--- src/rtl/core/ljpe_pkg.sv ---
// ljpe_pkg: widths, register indexes, pipeline payload types and helpers
// for the lennard-jones pair energy unit. no dependencies.
package ljpe_pkg;

  localparam int POS_W  = 24;   // signed Q8.16 coordinate
  localparam int DIFF_W = 25;   // coordinate difference
  localparam int MAG_W  = 24;   // magnitude of a difference
  localparam int SQ_W   = 48;   // square of a magnitude
  localparam int R2_W   = 50;   // sum of three squares
  localparam int REG_W  = 20;   // Q4.16 epsilon or sigma
  localparam int EPS4_W = 22;   // 4 * epsilon
  localparam int S2_W   = 40;   // sigma squared
  localparam int FRAC   = 16;
  localparam int Q_W    = 21;   // (sigma/r)^2 below 32.0 in Q.16
  localparam int Q2_W   = 26;
  localparam int Q3_W   = 31;
  localparam int Q6_W   = 46;
  localparam int DQ_W   = 47;   // signed q6 - q3
  localparam int HI_W   = DQ_W - FRAC;
  localparam int PH_W   = EPS4_W + HI_W;      // signed high partial product
  localparam int PL_W   = EPS4_W + FRAC;      // low partial product
  localparam int E_W    = PH_W + 1;           // energy before clipping
  localparam int OUT_W  = 32;
  localparam int REM_W  = R2_W + 1;           // divider partial remainder
  localparam int OVF_SH = 5;                  // q >= 32.0 test shift
  localparam int NPAIRS = 3;
  localparam int CFG_IDX_W = 3;

  localparam logic [OUT_W-1:0] E_MAX   = {1'b0, {(OUT_W-1){1'b1}}};
  localparam logic [REG_W-1:0] REG_ONE = REG_W'(1 << FRAC);

  localparam logic [CFG_IDX_W-1:0] REG_EPS_AA = 3'd0;
  localparam logic [CFG_IDX_W-1:0] REG_EPS_AB = 3'd1;
  localparam logic [CFG_IDX_W-1:0] REG_EPS_BB = 3'd2;
  localparam logic [CFG_IDX_W-1:0] REG_SIG_AA = 3'd3;
  localparam logic [CFG_IDX_W-1:0] REG_SIG_AB = 3'd4;
  localparam logic [CFG_IDX_W-1:0] REG_SIG_BB = 3'd5;

  typedef logic [1:0] pair_idx_t;

  // flags and scale that ride alongside the divider and power stages
  typedef struct packed {
    logic              r2_zero;
    logic              ovf;
    logic              eps_zero;
    logic [EPS4_W-1:0] eps4;
  } side_t;

  typedef struct packed {
    side_t            side;
    logic [R2_W-1:0]  dvs;
    logic [REM_W-1:0] rem;
    logic [Q_W-1:0]   num_lo;
    logic [Q_W-1:0]   quo;
  } div_t;

  // triangular index max*(max+1)/2 + min, which for one-bit types is max + min
  function automatic pair_idx_t pair_index(input logic a, input logic b);
    logic hi;
    logic lo;
    hi = a | b;
    lo = a & b;
    return pair_idx_t'(hi) + pair_idx_t'(lo);
  endfunction

endpackage

--- src/rtl/core/ljpe_dist.sv ---
// ljpe_dist: squared distance, sigma squared and the divider setup,
// four register stages. depends on ljpe_pkg.
module ljpe_dist import ljpe_pkg::*; (
  input  logic                    clk,
  input  logic                    rst_n,
  input  logic                    adv,
  input  logic                    in_vld,
  input  logic signed [POS_W-1:0] p1 [3],
  input  logic signed [POS_W-1:0] p2 [3],
  input  logic [REG_W-1:0]        eps,
  input  logic [REG_W-1:0]        sig,
  output logic                    out_vld,
  output div_t                    out_dat
);

  logic                     va_r, vb_r, vc_r, vd_r;
  logic signed [DIFF_W-1:0] dif_r [3];
  logic [REG_W-1:0]         eps_a_r, sig_a_r, eps_b_r, eps_c_r;
  logic [SQ_W-1:0]          sq_r [3];
  logic [S2_W-1:0]          s2_b_r, s2_c_r;
  logic [R2_W-1:0]          r2_r;
  div_t                     dd_r;
  logic [MAG_W-1:0]         mag [3];
  div_t                     dd_nxt;

  always_ff @(posedge clk) begin
    if (!rst_n) begin
      va_r <= 1'b0;
      vb_r <= 1'b0;
      vc_r <= 1'b0;
      vd_r <= 1'b0;
    end else if (adv) begin
      va_r <= in_vld;
      vb_r <= va_r;
      vc_r <= vb_r;
      vd_r <= vc_r;
    end
  end

  always_comb begin
    for (int i = 0; i < 3; i++) begin
      mag[i] = dif_r[i][DIFF_W-1] ? MAG_W'(-dif_r[i]) : MAG_W'(dif_r[i]);
    end
  end

  always_comb begin
    dd_nxt.side.r2_zero  = (r2_r == '0);
    // q >= 32.0 exactly when s2 >= 32 * r2
    dd_nxt.side.ovf      = {{(R2_W+OVF_SH-S2_W){1'b0}}, s2_c_r} >= {r2_r, {OVF_SH{1'b0}}};
    dd_nxt.side.eps_zero = (eps_c_r == '0);
    dd_nxt.side.eps4     = {eps_c_r, 2'b00};
    dd_nxt.dvs           = r2_r;
    // dividend is s2 << 16; its top part is s2 >> 5, the lower 21 bits feed in
    dd_nxt.rem           = REM_W'(s2_c_r[S2_W-1:OVF_SH]);
    dd_nxt.num_lo        = {s2_c_r[OVF_SH-1:0], {FRAC{1'b0}}};
    dd_nxt.quo           = '0;
  end

  always_ff @(posedge clk) begin
    if (adv) begin
      for (int i = 0; i < 3; i++) begin
        dif_r[i] <= $signed({p2[i][POS_W-1], p2[i]}) - $signed({p1[i][POS_W-1], p1[i]});
        sq_r[i]  <= SQ_W'(mag[i]) * SQ_W'(mag[i]);
      end
      eps_a_r <= eps;
      sig_a_r <= sig;
      eps_b_r <= eps_a_r;
      s2_b_r  <= S2_W'(sig_a_r) * S2_W'(sig_a_r);
      eps_c_r <= eps_b_r;
      s2_c_r  <= s2_b_r;
      r2_r    <= R2_W'(sq_r[0]) + R2_W'(sq_r[1]) + R2_W'(sq_r[2]);
      dd_r    <= dd_nxt;
    end
  end

  assign out_vld = vd_r;
  assign out_dat = dd_r;

endmodule

--- config.mk ---
export PLATFORM = sky130hd
export DESIGN_NAME = ljpe_dist
export DESIGN_NICKNAME = d
export VERILOG_FILES = /design/src/rtl/core/ljpe_pkg.sv /design/src/rtl/core/ljpe_dist.sv
export SDC_FILE = /design/constraint.sdc
export NUM_CORES = 2
export LEC_CHECK = 0
export CAP_MARGIN = 20
export CORE_MARGIN = 2
export CORE_UTILIZATION = 51
export DETAILED_ROUTE_END_ITERATION = 6
export DONT_BUFFER_PORTS = 1
export PLACE_DENSITY = 0.68
export SLEW_MARGIN = 20
export SYNTH_ARGS = -nofsm -noshare
export SYNTH_HDL_FRONTEND = slang
export SYNTH_SLANG_ARGS = --single-unit
--- constraint.sdc ---
create_clock -name clk -period 13.66 [get_ports clk]
set_clock_uncertainty 0.2 [all_clocks]
set_input_delay 0 -clock clk [delete_from_list [all_inputs] [get_ports clk]]
set_output_delay 0 -clock clk [all_outputs]
set_load 0.05 [all_outputs]
Word-level counts from Yosys, hierarchy flattened

Memories as Yosys holds them, arrays and structs flattened.
Index checks and enable logic that the tools add are counted.

Add/subtract/negate cells: 8
Multiply operators: 4
$lt $le $gt $ge: 1
Mux-type cells: 5
Reduce and logical (&&, ||, !) cells: 2

Operators by type and width:

| operator                                     | count |
|---|---|
| multiplier 24 x 24 -> 48 bit                 | 3 |
| subtractor 24 x 24 -> 25 bit                 | 3 |
| 2-to-1 mux 24 bit                            | 3 |
| negation 24 bit                              | 3 |
| greater-or-equal comparator 40 x 55 -> 1 bit | 1 |
| adder 49 x 48 -> 50 bit                      | 1 |
| logical NOT 50 bit                           | 1 |
| adder 48 x 48 -> 49 bit                      | 1 |
| multiplier 20 x 20 -> 40 bit                 | 1 |
| logical NOT 20 bit                           | 1 |
| 2-to-1 mux 1 bit                             | 2 |

Register bits after elaboration: 327
RAM bits: 219
Bits of input ports: 188
Output and inout bits: 169
Memories: 2

Memory list:

| memory | words | width | rd ports | clocked after Yosys merged registers in | wr ports | line            | text |
|---|---|---|---|---|---|---|---|
| sq_r   | 3     | 48    | 3        | 0                                       | 3        | ljpe_dist.sv:19 | `logic [SQ_W-1:0] sq_r [3];` |
| dif_r  | 3     | 25    | 3        | 0                                       | 3        | ljpe_dist.sv:17 | `logic signed [DIFF_W-1:0] dif_r [3];` |

Logic depth before layout (Yosys ltp)

An unclocked memory read counts as a cell.

Depth in word-level cells: 4
Gate-level depth with buffers: 37
Mapped depth without buffers: 33

Worst setup path after synthesis

OpenSTA, ideal clock, no wires.

Kind: register -> register
Start point: memory dif_r[1][0] (netlist: dif_r[0][25])
End point: memory sq_r[1][45] (netlist: sq_r[0][93]), data pin
Data arrival time: 9123 ps
Path slack: 4075 ps
Stages on the path, launching flop included: 35
Period minus slack after synthesis: 9585 ps
Path through: edfxtp_1 -> clkbuf_1 -> inv_1 -> clkbuf_1 -> ha_1 -> nand3_1 -> or3_1 -> o31ai_1 -> xor2_1 -> inv_1 -> clkbuf_1 -> nand2_1 -> fa_1 -> inv_1 -> fa_1 -> fa_1 -> inv_1 -> fa_1 -> inv_1 -> fa_1 -> inv_1 -> fa_1 -> inv_1 -> fa_1 -> ha_1 -> a21oi_1 -> o21ai_0 -> or3_1 -> a2111oi_0 -> nor3_1 -> a2111oi_2 -> o21ai_1 -> a21oi_1 -> mux2i_1 -> nand3_1

RTL lines:

| element         | line |
|---|---|
| start, declared | ljpe_dist.sv:17 |
| end, declared   | ljpe_dist.sv:19 |

==> run_summary.xml <==
<?xml version="1.0" encoding="UTF-8"?>
<metrics>
  <group name="floorplan">
    <metric name="io_pins" unit="">357</metric>
    <metric name="core-area" unit="sq mm">0.1652</metric>
    <metric name="rows" unit="">149</metric>
    <metric name="initial_core_util" unit="%">51.37</metric>
    <metric name="die_height" unit="um">411.9</metric>
    <metric name="die-area" unit="sq mm">0.1697</metric>
    <metric name="dieWidth" unit="um">411.9</metric>
  </group>
  <group name="sta">
    <metric name="worst_slew_pin_slew" unit="ns">1.144</metric>
    <metric name="finalSetupViolations" unit="">0</metric>
    <metric name="period_minus_slack" unit="ns">11.32</metric>
    <metric name="rsz0062_at_grt" unit="">false</metric>
    <metric name="hold_violations" unit="">0</metric>
    <metric name="maxSlewHeadroom" unit="%">23.38</metric>
    <metric name="clock.fmax" unit="MHz">88.37</metric>
    <metric name="period_share" unit="%">82.84</metric>
    <metric name="timing.final.max_slew_violations" unit="">0</metric>
    <metric name="fin_setup_tns" unit="ns">0</metric>
  </group>
  <group name="clock_network">
    <metric name="clock_latency" unit="ns">0.69</metric>
    <metric name="clock_sink_count" unit="">540</metric>
    <metric name="clockRootBuffer" unit="">sky130_fd_sc_hd__clkbuf_16</metric>
    <metric name="cts_max_level" unit="">3</metric>
    <metric name="numCtsBuffers" unit="">67</metric>
    <metric name="clkSlewWorstSetupHoldPaths" unit="ns">0.06</metric>
    <metric name="tritoncts_clock_tree" unit="">yes</metric>
    <metric name="cts-root-to-sink-buffers" unit="">3</metric>
  </group>
  <group name="critical_path">
    <metric name="endpoint" unit="">sq_r[0][93]$_DFFE_PP_</metric>
    <metric name="timing.critical_path.from_type" unit="">flip-flop</metric>
    <metric name="rr_startpoint" unit="">dif_r[0][25]$_DFFE_PP_</metric>
    <metric name="cp.arrival" unit="ns">11.53</metric>
    <metric name="startpoint" unit="">dif_r[0][25]$_DFFE_PP_</metric>
    <metric name="rr_endpoint" unit="">sq_r[0][93]$_DFFE_PP_</metric>
    <metric name="setup.worst_path.class" unit="">flip-flop to flip-flop</metric>
    <metric name="reg2reg_depth" unit="">32</metric>
    <metric name="worst_path_largest_cell_delay" unit="ns">0.71</metric>
    <metric name="reg2reg_setup_slack" unit="ns">2.34</metric>
    <metric name="worst_setup_path_end_kind" unit="">flip-flop</metric>
    <metric name="path_max_fanout" unit="">17</metric>
    <metric name="crit_slowest_cell" unit="">sky130_fd_sc_hd__a2111oi_1</metric>
    <metric name="cp_data_required_time" unit="ns">13.87</metric>
  </group>
  <group name="synth">
    <metric name="yosys-top-cells-count" unit="">sky130_fd_sc_hd__inv_1 (2246), sky130_fd_sc_hd__fa_1 (1601), sky130_fd_sc_hd__ha_1 (812), sky130_fd_sc_hd__nand2_1 (677), sky130_fd_sc_hd__nor2_1 (604)</metric>
    <metric name="post-synth-top-count-cell" unit="">sky130_fd_sc_hd__inv_1</metric>
    <metric name="yosysWarnings" unit="">0</metric>
    <metric name="synthDominantAreaCellType" unit="">sky130_fd_sc_hd__fa_1</metric>
    <metric name="edff_count_synth" unit="">536</metric>
    <metric name="syn-instance-count" unit="">8471</metric>
    <metric name="avgSynthCellArea" unit="sq um">10.02</metric>
    <metric name="syn_area" unit="sq mm">0.08486</metric>
    <metric name="ys.flop_type" unit="">sky130_fd_sc_hd__edfxtp_1</metric>
    <metric name="synth.lib_cells_used.distinct" unit="">84</metric>
    <metric name="part_of_the_yosys_area_used_for_sequential_elements" unit="%">19.06</metric>
    <metric name="ys_seq_elements" unit="">540</metric>
    <metric name="yosysTopAreaCellShare" unit="%">37.77</metric>
    <metric name="synth_area_leaders" unit="">sky130_fd_sc_hd__fa_1 (38%), sky130_fd_sc_hd__edfxtp_1 (19%), sky130_fd_sc_hd__ha_1 (12%), sky130_fd_sc_hd__inv_1 (9.9%), sky130_fd_sc_hd__nand2_1 (3.0%)</metric>
    <metric name="ys_async_sr_fraction" unit="%">0</metric>
  </group>
  <group name="route">
    <metric name="route.detailed.drc" unit="">0</metric>
    <metric name="drt-vias-per-instance" unit="">5.353</metric>
    <metric name="detail_route.iter0.violations" unit="">4041</metric>
    <metric name="detail_route.wl_per_cell" unit="um">20.06</metric>
    <metric name="routed_wl" unit="mm">220.8</metric>
    <metric name="num_vias" unit="">58920</metric>
    <metric name="drt-pass1-iter-count" unit="">5</metric>
    <metric name="ant_nets" unit="">0</metric>
  </group>
  <group name="global_route">
    <metric name="grt_overflow_total" unit="">0</metric>
    <metric name="pin_count_of_the_biggest_net_entering_global_routing" unit="">539</metric>
    <metric name="antenna_found_initial" unit="">3</metric>
    <metric name="global_route.peak_usage_layer" unit="">met2</metric>
    <metric name="groute.layer.met3.usage" unit="%">4.764</metric>
    <metric name="gr-usage-met1" unit="%">35.39</metric>
    <metric name="grt_util_all_layers" unit="%">27.06</metric>
    <metric name="grt_pass1_wl" unit="mm">354.5</metric>
    <metric name="globalRouteMet2Util" unit="%">45.90</metric>
    <metric name="grt_pass1_vias" unit="">64260</metric>
  </group>
  <group name="finish">
    <metric name="filler_cell_count" unit="">14300</metric>
    <metric name="flow.area_growth_from_synthesis" unit="%">9.863</metric>
    <metric name="area.sequential" unit="sq mm">0.01618</metric>
    <metric name="num-nets-final" unit="">11360</metric>
    <metric name="drive_above_1_share" unit="%">3.029</metric>
    <metric name="multi_input_comb_area" unit="sq mm">0.05950</metric>
  </group>
  <group name="placement">
    <metric name="place.gp.congestion" unit="">0.9396</metric>
    <metric name="io_buffers" unit="">0</metric>
    <metric name="place_hpwl" unit="mm">172.9</metric>
  </group>
  <group name="worst_hold_path">
    <metric name="worst_hold_path.num_cells" unit="">4</metric>
    <metric name="type_of_the_most_critical_hold_path" unit="">primary input to flip-flop</metric>
  </group>
  <group name="run">
    <metric name="maxCapViolations" unit="">0</metric>
  </group>
  <group name="status">
    <metric name="result_of_the_run" unit="">completed</metric>
  </group>
</metrics>
[worst min path at each step]
| stage | start | to | slack [ns] |
|---|---|---|---|
| floorplan | eps[0] | eps_a_r[0]$_DFFE_PP_ | -0.10 |
| global placement | sig[11] | sig_a_r[11]$_DFFE_PP_ | -0.10 |
| detailed placement | sig[3] | sig_a_r[3]$_DFFE_PP_ | -0.10 |
| CTS | p2[1] | dif_r[0][51]$_DFFE_PP_ | 0.001 |
| global route | p2[1] | dif_r[0][51]$_DFFE_PP_ | 0.07 |
| finish | p2[1] | dif_r[0][51]$_DFFE_PP_ | 0.07 |
[cells in the final DEF (no fill, tap or decap), drive strengths merged, types with 73 or more instances in the layout]
| cell | count |
|---|---|
| a21o | 145 |
| nand2 | 677 |
| buf | 84 |
| o21ai | 152 |
| clkbuf | 73 |
| xnor2 | 237 |
| edfxtp | 536 |
| xor2 | 127 |
| fa | 1601 |
| and2 | 120 |
| ha | 812 |
| a21oi | 253 |
| dlygate4sd3 | 325 |
| nor2 | 604 |
| inv | 2264 |
[layout make-up]
class / instances / share of cell area [%]
timing repair buffer: 409 / 4.273
clock inverter: 49 / 0.6764
antenna: 3 / 0.008053
clock buffer: 73 / 1.845
multi-input combinational: 5488 / 63.82
sequential: 540 / 17.35
inverter: 2256 / 9.083
tap: 2189 / 2.938
[stage by stage]
stage                     setup slack [ns]  cell area [sq um]  cells  hold WS (ns)  utilization [%]
final                                2.344              93230  11010       0.06786            56.44
after global routing                 1.561              93220  11010       0.07126            56.44
after CTS                            2.115              93060  11000      0.001262            56.34
after detailed placement             2.165              87440  10550       -0.1011            52.94
after global placement               2.358              87420  10550       -0.1011            52.92
after floorplan                      4.075              85070   8529       -0.1011                -
[cell families after synthesis]
| family | synth area share [%] |
|---|---|
| and+or+nand+nor | 9.140 |
| AOI/OAI and AO/OA | 6.842 |
| DFF | 19.06 |
| adders and majority gates | 49.74 |
| other | 0.004419 |
| buffers and inverters | 11.32 |
| xor gates and xnor gates | 3.792 |
| muxes | 0.09584 |
[timing repair]
| item | CTS | global route |
|---|---|---|
| gates resized for setup | 0 | 0 |
| endpoints found under the hold margin | 655 | 108 |
| buffers inserted | 0 | 0 |
| hold buffers | 325 | 1 |
[layer usage]
layer  share of wire [%]  vias to the layer above
met1                  41                    29840
met4                 3.5                        2
met5              0.0059                        -
met3                 7.3                      421
met2                  49                     2062
li1                    -                    26600
[sequential cells by signal, summed over array words and instances, names as in the netlist]
register,flops
eps_a_r,20
sig_a_r,20
s2_c_r,39
r2_r,50
s2_b_r,39
eps_c_r,20
vc_r,1
sq_r,141
out_dat,112
out_vld,1
vb_r,1
dif_r,75
eps_b_r,20
va_r,1
[critical path, delay by kind of cell (launching register included)]
| kind | cells | cell delay (ns) |
|---|---|---|
| compound gates | 7 | 2.42 |
| flops | 1 | 0.67 |
| fa+ha+maj | 9 | 4.18 |
| buf+inv | 8 | 1.61 |
| mux | 1 | 0.25 |
| xor+xnor | 1 | 0.11 |
| simple gates | 6 | 1.60 |
Power is not shown: default switching activity piles up to over one toggle a cycle in this logic, so the estimate is an artifact.
